--- config.mk ---
export PLATFORM = sky130hd
export DESIGN_NAME = sorted_insert_priority_queue
export DESIGN_NICKNAME = d
export VERILOG_FILES = /design/src/hw/rtl/sipq_pkg.sv /design/src/hw/rtl/sipq_cell.sv /design/src/hw/rtl/sorted_insert_priority_queue.sv
export VERILOG_INCLUDE_DIRS = /design/src /design/src/hw/rtl
export SDC_FILE = /design/constraint.sdc
export NUM_CORES = 1
export LEC_CHECK = 0
export ABC_CLOCK_PERIOD_IN_PS = 7510
export BUFFER_PORTS_ARGS = -buffer_cell sky130_fd_sc_hd__buf_2
export CAP_MARGIN = 25
export CORE_UTILIZATION = 45
export CTS_CLUSTER_SIZE = 16
export DETAILED_ROUTE_END_ITERATION = 8
export GPL_TIMING_DRIVEN = 0
export PLACE_DENSITY = 0.67
export REMOVE_ABC_BUFFERS = 1
export SLEW_MARGIN = 15
export SYNTH_ARGS = -nofsm -noshare
export SYNTH_HDL_FRONTEND = slang
export SYNTH_SLANG_ARGS = --single-unit
--- constraint.sdc ---
create_clock -name clk -period 7.51 [get_ports clk]
set_input_delay 0.3755 -clock clk [delete_from_list [all_inputs] [get_ports clk]]
set_output_delay 0.3755 -clock clk [all_outputs]
set_load 0.005 [all_outputs]
--- src/hw/rtl/sorted_insert_priority_queue_assert.svh ---
// Assertion macros for the sorted-insert priority queue.
// Depends on nothing; the including module supplies clk and rst.
`ifndef SORTED_INSERT_PRIORITY_QUEUE_ASSERT_SVH
`define SORTED_INSERT_PRIORITY_QUEUE_ASSERT_SVH
`ifndef SYNTH
// Checked on every clock edge outside reset.
`define SIPQ_ASSERT(lbl, prop, msg) \
  lbl: assert property (@(posedge clk) disable iff (rst) prop) else $error(msg);
// Checked on every clock edge, reset included.
`define SIPQ_ASSERT_ALWAYS(lbl, prop, msg) \
  lbl: assert property (@(posedge clk) prop) else $error(msg);
`else
`define SIPQ_ASSERT(lbl, prop, msg)
`define SIPQ_ASSERT_ALWAYS(lbl, prop, msg)
`endif
`endif

--- src/hw/rtl/sipq_pkg.sv ---
// Shared types and constants for the sorted-insert priority queue.
// Depends on nothing; used by sipq_cell and the top level.
package sipq_pkg;

  // Width and reset value of the capacity register.
  localparam int CAP_W = 5;
  localparam logic [CAP_W-1:0] CAP_RESET = 5'd16;

  // Command codes.
  localparam logic CMD_ENQ = 1'b0;
  localparam logic CMD_DEQ = 1'b1;

  // Status codes reported with every result beat.
  typedef enum logic [1:0] {
    STATUS_DONE  = 2'd0,
    STATUS_EMPTY = 2'd1,
    STATUS_FULL  = 2'd2
  } status_t;

  // Per-cycle command broadcast to every cell of the chain.
  typedef struct packed {
    logic ins;
    logic deq;
  } cell_ctrl_t;

endpackage

--- src/hw/rtl/sipq_cell.sv ---
// One slot of the sorted shift chain: holds a priority and a character.
// Depends on sipq_pkg for the control struct.
module sipq_cell #(
  parameter int PRIO_BITS = 8
) (
  input  logic                  clk,
  input  sipq_pkg::cell_ctrl_t  ctrl,
  input  logic                  occupied,
  input  logic                  at_tail,
  input  logic [PRIO_BITS-1:0]  new_prio,
  input  logic [7:0]            new_char,
  input  logic                  left_gt,
  input  logic [PRIO_BITS-1:0]  left_prio,
  input  logic [7:0]            left_char,
  input  logic [PRIO_BITS-1:0]  right_prio,
  input  logic [7:0]            right_char,
  output logic [PRIO_BITS-1:0]  prio,
  output logic [7:0]            chr,
  output logic                  gt
);

  logic [PRIO_BITS-1:0] slot_prio, slot_prio_next;
  logic [7:0]           slot_char, slot_char_next;

  // This slot holds an entry that must move behind the new one.
  assign gt = occupied && (slot_prio > new_prio);

  // Insert shifts the greater entries one place towards the tail; the first
  // slot that is greater, or the tail, takes the new entry. Removal shifts
  // every entry one place towards the head.
  always_comb begin
    slot_prio_next = slot_prio;
    slot_char_next = slot_char;
    if (ctrl.ins) begin
      if (left_gt) begin
        slot_prio_next = left_prio;
        slot_char_next = left_char;
      end else if (gt || at_tail) begin
        slot_prio_next = new_prio;
        slot_char_next = new_char;
      end
    end else if (ctrl.deq) begin
      slot_prio_next = right_prio;
      slot_char_next = right_char;
    end
  end

  always_ff @(posedge clk) begin
    slot_prio <= slot_prio_next;
    slot_char <= slot_char_next;
  end

  assign prio = slot_prio;
  assign chr  = slot_char;

endmodule

--- src/hw/rtl/sorted_insert_priority_queue.sv ---
// Sorted-insert priority queue built as a chain of DEPTH shifting cells.
// The result beat is registered and appears in the cycle after the access is accepted.
// Throughput: one access per cycle; every cell of the chain shifts together.
// busy is high only while rst is held; the result beat cannot be stalled.
// Reset empties the queue and sets capacity to 16; slot contents stay undefined.
// Depends on sipq_pkg, sipq_cell and sorted_insert_priority_queue_assert.svh.
`include "sorted_insert_priority_queue_assert.svh"

module sorted_insert_priority_queue #(
  parameter int DEPTH     = 16,
  parameter int PRIO_BITS = 8
) (
  input  logic                                clk,
  input  logic                                rst,
  input  logic                                start,
  output logic                                busy,
  input  logic                                command,
  input  logic [PRIO_BITS-1:0]                entry_prio,
  input  logic [7:0]                          entry_char,
  input  logic                                cfg_valid,
  output logic                                cfg_ready,
  input  logic [sipq_pkg::CAP_W-1:0]          cfg_data,
  output logic                                result_valid,
  output logic [PRIO_BITS-1:0]                out_prio,
  output logic [7:0]                          out_char,
  output logic [1:0]                          status,
  output logic [$clog2(DEPTH+1)-1:0]          count_after,
  output logic                                is_empty,
  output logic                                is_full
);

  localparam int CNT_W = $clog2(DEPTH + 1);
  localparam int CMP_W = (CNT_W > sipq_pkg::CAP_W) ? CNT_W : sipq_pkg::CAP_W;

  logic [sipq_pkg::CAP_W-1:0] capacity;
  logic [CNT_W-1:0]           count, count_next;
  logic [CMP_W-1:0]           cap_ext, eff_cap;
  logic                       accept, full_now;
  sipq_pkg::cell_ctrl_t       ctrl;

  logic [PRIO_BITS-1:0] prio_w  [DEPTH];
  logic [7:0]           char_w  [DEPTH];
  logic                 gt_w    [DEPTH];

  // Handshake: the block takes a beat every cycle outside reset.
  assign busy      = rst;
  assign cfg_ready = ~rst;
  assign accept    = start && !busy;

  // Capacity register.
  always_ff @(posedge clk) begin
    if (rst) begin
      capacity <= sipq_pkg::CAP_RESET;
    end else if (cfg_valid && cfg_ready) begin
      capacity <= cfg_data;
    end
  end

  // Effective capacity: zero acts as one, anything above DEPTH acts as DEPTH.
  always_comb begin
    cap_ext = CMP_W'(capacity);
    if (capacity == '0) begin
      eff_cap = CMP_W'(1);
    end else if (cap_ext > CMP_W'(DEPTH)) begin
      eff_cap = CMP_W'(DEPTH);
    end else begin
      eff_cap = cap_ext;
    end
  end

  assign full_now = CMP_W'(count) >= eff_cap;

  // Command broadcast to the chain; refused accesses leave it untouched.
  assign ctrl.ins = accept && (command == sipq_pkg::CMD_ENQ) && !full_now;
  assign ctrl.deq = accept && (command == sipq_pkg::CMD_DEQ) && (count != '0);

  always_comb begin
    count_next = count;
    if (ctrl.ins) begin
      count_next = count + CNT_W'(1);
    end else if (ctrl.deq) begin
      count_next = count - CNT_W'(1);
    end
  end

  always_ff @(posedge clk) begin
    if (rst) begin
      count <= '0;
    end else begin
      count <= count_next;
    end
  end

  // The chain of cells; the last cell refills from itself on removal.
  for (genvar i = 0; i < DEPTH; i++) begin : g_cell
    logic                 left_gt;
    logic [PRIO_BITS-1:0] left_prio, right_prio;
    logic [7:0]           left_char, right_char;

    if (i == 0) begin : g_head
      assign left_gt   = 1'b0;
      assign left_prio = '0;
      assign left_char = '0;
    end else begin : g_body
      assign left_gt   = gt_w[i-1];
      assign left_prio = prio_w[i-1];
      assign left_char = char_w[i-1];
    end

    if (i == DEPTH - 1) begin : g_last
      assign right_prio = prio_w[i];
      assign right_char = char_w[i];
    end else begin : g_inner
      assign right_prio = prio_w[i+1];
      assign right_char = char_w[i+1];
    end

    sipq_cell #(
      .PRIO_BITS (PRIO_BITS)
    ) u_cell (
      .clk        (clk),
      .ctrl       (ctrl),
      .occupied   (count > CNT_W'(i)),
      .at_tail    (count == CNT_W'(i)),
      .new_prio   (entry_prio),
      .new_char   (entry_char),
      .left_gt    (left_gt),
      .left_prio  (left_prio),
      .left_char  (left_char),
      .right_prio (right_prio),
      .right_char (right_char),
      .prio       (prio_w[i]),
      .chr        (char_w[i]),
      .gt         (gt_w[i])
    );
  end

  // Result strobe.
  always_ff @(posedge clk) begin
    if (rst) begin
      result_valid <= 1'b0;
    end else begin
      result_valid <= accept;
    end
  end

  // Result payload, captured with the access.
  always_ff @(posedge clk) begin
    if (accept) begin
      out_prio    <= ctrl.deq ? prio_w[0] : '0;
      out_char    <= ctrl.deq ? char_w[0] : '0;
      count_after <= count_next;
      is_empty    <= (count_next == '0);
      is_full     <= (CMP_W'(count_next) >= eff_cap);
      if (command == sipq_pkg::CMD_ENQ && full_now) begin
        status <= sipq_pkg::STATUS_FULL;
      end else if (command == sipq_pkg::CMD_DEQ && count == '0) begin
        status <= sipq_pkg::STATUS_EMPTY;
      end else begin
        status <= sipq_pkg::STATUS_DONE;
      end
    end
  end

  // Checks on the count, the ordering of the chain and the result timing.
  `SIPQ_ASSERT(a_count_bound, CMP_W'(count) <= CMP_W'(DEPTH), "count exceeds depth")
  `SIPQ_ASSERT(a_head_sorted, count > CNT_W'(1) |-> prio_w[0] <= prio_w[1], "head out of order")
  `SIPQ_ASSERT(a_deq_count, ctrl.deq |=> count == $past(count) - CNT_W'(1), "dequeue miscount")
  `SIPQ_ASSERT(a_result_timing, accept |=> result_valid, "result beat missing")
  `SIPQ_ASSERT(a_empty_flag, result_valid |-> is_empty == (count_after == '0), "empty flag wrong")

endmodule
Yosys cells after proc, flatten, opt, wreduce, memory -nomap -nowiden. Cells that the tools add are included.

Reduce and logical (&&, ||, !) cells: 64. Add/subtract/negate cells: 2. Mux-type cells: 127. Bitwise logic cells: 2. Equality and inequality tests: 30. Magnitude comparators: 35.

Operators by type and width (number): two-way mux 8 bit (122); > comparator 8 bit (16); != test 3 x 1 -> 1 bit (second input constant) (14); == test 5 x 4 -> 1 bit (second input constant) (8); > comparator 5 x 4 -> 1 bit (second input constant) (8); AND reduction 2 bit (16); logical AND 1 bit (24); == test 5 x 3 -> 1 bit (second input constant) (4); > comparator 5 x 3 -> 1 bit (second input constant) (4); two-way mux 5 bit (4); logical OR 1 bit (16); logical NOT 5 bit (3); == test 5 x 2 -> 1 bit (second input constant) (2); greater-or-equal comparator 5 bit (2); > comparator 5 x 1 -> 1 bit (second input constant) (2); > comparator 5 x 2 -> 1 bit (second input constant) (2); adder 5 x 1 -> 5 bit (second input constant) (1); == test 5 x 1 -> 1 bit (second input constant) (1); > comparator 5 bit (second input constant) (1); nonzero test 5 bit (1); subtractor 5 x 1 -> 5 bit (second input constant) (1); nonzero test 2 bit (2); logical NOT 1 bit (2); != test 2 x 1 -> 1 bit (second input constant) (1); other kinds (2) (3).

Flip-flop bits (word level): 292. Output and inout bits: 28. Input port bits: 26. Logic and storage cells: 301.

Logic depth before layout (Yosys ltp).
Depth after elaboration: 8. Gate-level depth with buffers: 17. Mapped depth without buffers: 16.

Hierarchy. From an unflattened synthesis, not the netlist that was laid out.

Cell total of the unflattened synthesis: 1860. Area, all modules: 19103.3 µm².

Modules (own cells, without submodules): sipq_cell (seq. area each 480.5 µm², times used 16, cells each 104, area each 1068.5 µm²); sorted_insert_priority_queue (seq. area each 970.9 µm², times used 1, cells each 196, area each 2006.9 µm²).

Least setup slack after synthesis. OpenSTA, ideal clock, no wires.

Path type: input to register. Start point: input rst. End point: register g_cell[15].u_cell.slot_char[0], enable pin. Path buffers: 5. Setup time: 0.399 ns. Path slack: 3.911 ns. Data arrival time: 3.200 ns. Stages on the path: 9. Required time: 7.111 ns. Cells stage by stage: buf_4 nor2b_2 nand2_1 a31o_2 buf_6 buf_2 buf_2 buf_2 a31oi_1.

Longest elaborated chain between the ends: 5.

Ends and longest elaborated chain: start, declared (line sorted_insert_priority_queue.sv:14) `input logic rst,`; logical NOT 1 bit (line sorted_insert_priority_queue.sv:48) `assign accept = start && !busy;`; logical AND 1 bit (line sorted_insert_priority_queue.sv:48); named net accept (line sorted_insert_priority_queue.sv:38) `logic accept, full_now;`; logical AND 1 bit (2 in a row) (line sorted_insert_priority_queue.sv:74) `assign ctrl.ins = accept && (command == sipq_pkg::CMD_ENQ) && !full_now;`; AND reduction 2 bit (no line); end signal, assigned (line sipq_cell.sv:50) `slot_char <= slot_char_next;`; end, declared (line sipq_cell.sv:23) `logic [7:0] slot_char, slot_char_next;`.

The timed path passes the listed nets, and every way through them passes these cells. A chain may end at the register's enable or synchronous reset.

Final worst setup path.
Start point: register count[2]. End point: register is_full (data pin).

Longest elaborated chain between the ends: 5. Elaborated cells on any way between the ends: 10. Classes of those cells: add/sub (2); order compare (2); mux (2); reduce/logical (4).

Ends and longest elaborated chain: start, declared (line sorted_insert_priority_queue.sv:36) `logic [CNT_W-1:0] count, count_next;`; start signal, assigned (line sorted_insert_priority_queue.sv:90) `count <= count_next;`; greater-or-equal comparator 5 bit or nonzero test 5 bit (tied branches) (line sorted_insert_priority_queue.sv:71, sorted_insert_priority_queue.sv:75); logical NOT 1 bit or logical AND 1 bit (tied branches) (line sorted_insert_priority_queue.sv:74, sorted_insert_priority_queue.sv:75); logical AND 1 bit or two-way mux 5 bit (tied branches) (line sorted_insert_priority_queue.sv:74, sorted_insert_priority_queue.sv:81); two-way mux 5 bit (*) (line sorted_insert_priority_queue.sv:79) `if (ctrl.ins) begin`; greater-or-equal comparator 5 bit (*) (line sorted_insert_priority_queue.sv:154) `is_full <= (CMP_W'(count_next) >= eff_cap);`; end signal, assigned (line sorted_insert_priority_queue.sv:154); end, declared (line sorted_insert_priority_queue.sv:29) `output logic is_full`.

Every way passes the cells marked *; elsewhere a longest branch is shown, timed or not.

==> out/qor.csv <==
metric,value,unit
Final ANT Viol Nets,0,
Max Transition Viols Final,0,
fin worst setup slack,3.25,ns
Final Power,4.08,mW
initial antenna violation count,1,
Leak Pwr,7.51,nW
Post-Syn Instances,1649,
CTS tree,built,
Routed WL,46800,um
Clock Power Share,40.5,%
# nets final,1831,
Syn Area/Cell,10.6,um2
Power Density,205,nW/um2
"Distinct cells, synth",54,
min-delay worst type,input pin to flop,
DP HPWL,31900,um
worst skew pair latency,0.54,ns
pre-CTS setup slack,3.21,ns
pin count of the biggest net entering global routing,64,
first-pass GRT wire length,73500,um
VDD IR-drop max,174,uV
combinational share of power,12.2,%
Clock Skews,0.0234,ns
Slew @ Worst Pin,1.03,ns
Setup Buffers After CTS,0,
Max H-tree Level,2,
Worst Path Max Fanout,20,
cell area after synthesis,17400,um2
layout cells sized above 1,11.3,%
via density per instance,6.08,
Period minus WS final,4.26,ns
CTS buffer count,35,
worst hold margin,0.0797,ns
TritonCTS Sinks,292,
Initial Util,46.0,%
Worst Setup Path Type,flop to flop,
WL/cell,21.3,um
die area,39500,um2
# setup viols final,0,
CTS root buffer,clkbuf_16,
largest area contributor in the netlist,edfxtp_1,
max-cap viol count,0,
Int Pwr,3.02,mW
Final Hold Viols,0,
top cells by instance count after synthesis,"edfxtp_1 (281), nand2_1 (215), ha_1 (143)",
n_diodes,0,
final RePlAce weighted congestion,0.860,
fin crit share,56.8,%
number of synthesized flops with an enable pin,281,
gr ovfl total,0,
unrepaired setup endpoints after global routing,no,
Crit. End Element,flop,
Synth Flop Type,edfxtp_1,
core box area,37800,um2
number of global-route vias before repair,13539,
max_slew headroom,31.4,%
status,"complete, no violations",
most frequent cell after synthesis,edfxtp_1,
Layout area overhead,14.3,%
sequential-to-total area share from yosys stat,49.7,%
vias,13362,
1st-pass router iterations,8,
synthesis warning total,0,
Crit path required time,7.78,ns
Clock Path Buffers,3,
synthesis-stage register bit count,292,
leading post-synthesis cells by cell area,"edfxtp_1 (48%), ha_1 (10%), mux2i_1 (7.5%), o211ai_1 (4.7%), nand2_1 (4.6%)",
row count,71,
number of DRC violations after detailed-routing iteration 0,1193,
Sw Ratio,26.1,%
Max Fclk,0.235,GHz
Synth top area share,48.4,%
"FFs w/ async S/R, synth",0,%
Critical Path Start Type,flop,
Sequential Power Share,47.3,%
port bufs,53,
GRT Total Usage,24.0,%
Residual DRC,0,
clock slew at reported path FFs,0.06,ns
Die Span Y,199,um
P_sw,1.07,mW
hold_buf cts,0,
post-CTS resize count,0,
IO Pins,54,
critical path arrival,4.53,ns
die width,199,um
==> kinds of logic after synthesis <==
family	count (synthesis)	share of synthesized area [%]
compound gates	408	14.7
xor+xnor	2	0.101
fa+ha+maj	143	10.3
buf+inv	149	3.92
flops	292	49.7
mux	140	8.12
simple gates	515	13.2
==> power groups by stage <==
| stage | combinational, mW | sequential, mW | clock (mW) |
|---|---|---|---|
| floorplan | 0.306 | 1.95 | 0 |
| finish | 0.499 | 1.93 | 1.65 |
| CTS | 0.497 | 1.93 | 1.68 |
| global placement | 0.434 | 1.97 | 0 |
| detailed placement | 0.494 | 1.96 | 0 |
| global route | 0.552 | 1.94 | 1.74 |
==> final timing paths <==
path / startpoint / endpoint / slack, ns / cells past startpoint
hold reg to reg: cap_ext[0]$_SDFFE_PP0P_ / cap_ext[0]$_SDFFE_PP0P_ / 0.52 / 2
setup / recovery: count[2]$_SDFF_PP0_ / is_full$_DFFE_PP_ / 3.25 / 13
setup reg to reg: count[2]$_SDFF_PP0_ / is_full$_DFFE_PP_ / 3.25 / 13
hold / removal: start / result_valid$_SDFF_PP0_ / 0.08 / 2
==> cell type report <==
class                           count  area (um2)
Tap cell                          511         639
Sequential cell                   292        8660
Multi-Input combinational cell   1208        8340
Inverter                           34         128
Fill cell                        3380       17900
Clock buffer                       44         931
Clock inverter                     19         153
Timing Repair Buffer               91        1050
==> per-stage QoR <==
| stage | utilization [%] | area (um2) | TNS [ns] | cells |
|---|---|---|---|---|
| 6_report | 52.6 | 19900 | 0 | 2199 |
| 5_1_grt | 52.6 | 19900 | 0 | 2199 |
| 4_1_cts | 52.6 | 19900 | 0 | 2199 |
| 3_5_place_dp | 49.7 | 18800 | 0 | 2136 |
| 3_3_place_gp | 47.0 | 17800 | -3035.54 | 2098 |
| 2_1_floorplan | - | 16900 | -771.62 | 1534 |
==> layer usage <==
metal  global-route usage [%]  up-vias  part of all wire [%]
met2                     39.6      474                    47
met4                     8.35        2                   2.7
met5                        0        -                 0.017
met1                     32.0     6583                    45
li1                         -     6219                     -
met3                     3.58       84                   5.9
==> sequential cells by signal, indices dropped and copies added, names as in the netlist <==
name / flops
cap_ext: 5
count: 5
count_after: 5
g_cell.u_cell.chr: 128
g_cell.u_cell.prio: 128
is_empty: 1
is_full: 1
out_char: 8
out_prio: 8
result_valid: 1
status: 2
==> critical path, cell delays in order (launching register included) <==
cell and delay, ns:
dfxtp_1 0.75, ha_1 0.36, a21oi_1 0.13, o21ai_0 0.24, a31oi_4 0.77, nor2_2 0.28, xnor2_1 0.40, ha_1 0.30
nand2b_1 0.14, a21o_1 0.19, a21oi_1 0.16, nor2b_1 0.06, o21ai_0 0.15, nand2b_1 0.08
==> cell usage in the layout (no fill, tap or decap), types with 10 or more instances in the layout <==
cell       instances
a21oi_1          117
a21oi_4           10
and2_1            18
buf_16            19
buf_2             53
clkbuf_16         36
dfxtp_1           11
edfxtp_1         281
ha_1             143
inv_1             34
mux2_2            10
mux2i_1          130
nand2_1          215
nand3_1          111
nand4_1           28
nor2_1           102
nor2b_1           18
o211ai_1         110
o21ai_0           98
o221ai_1          11
No activity file was read; power rests on OpenSTA's default activity.
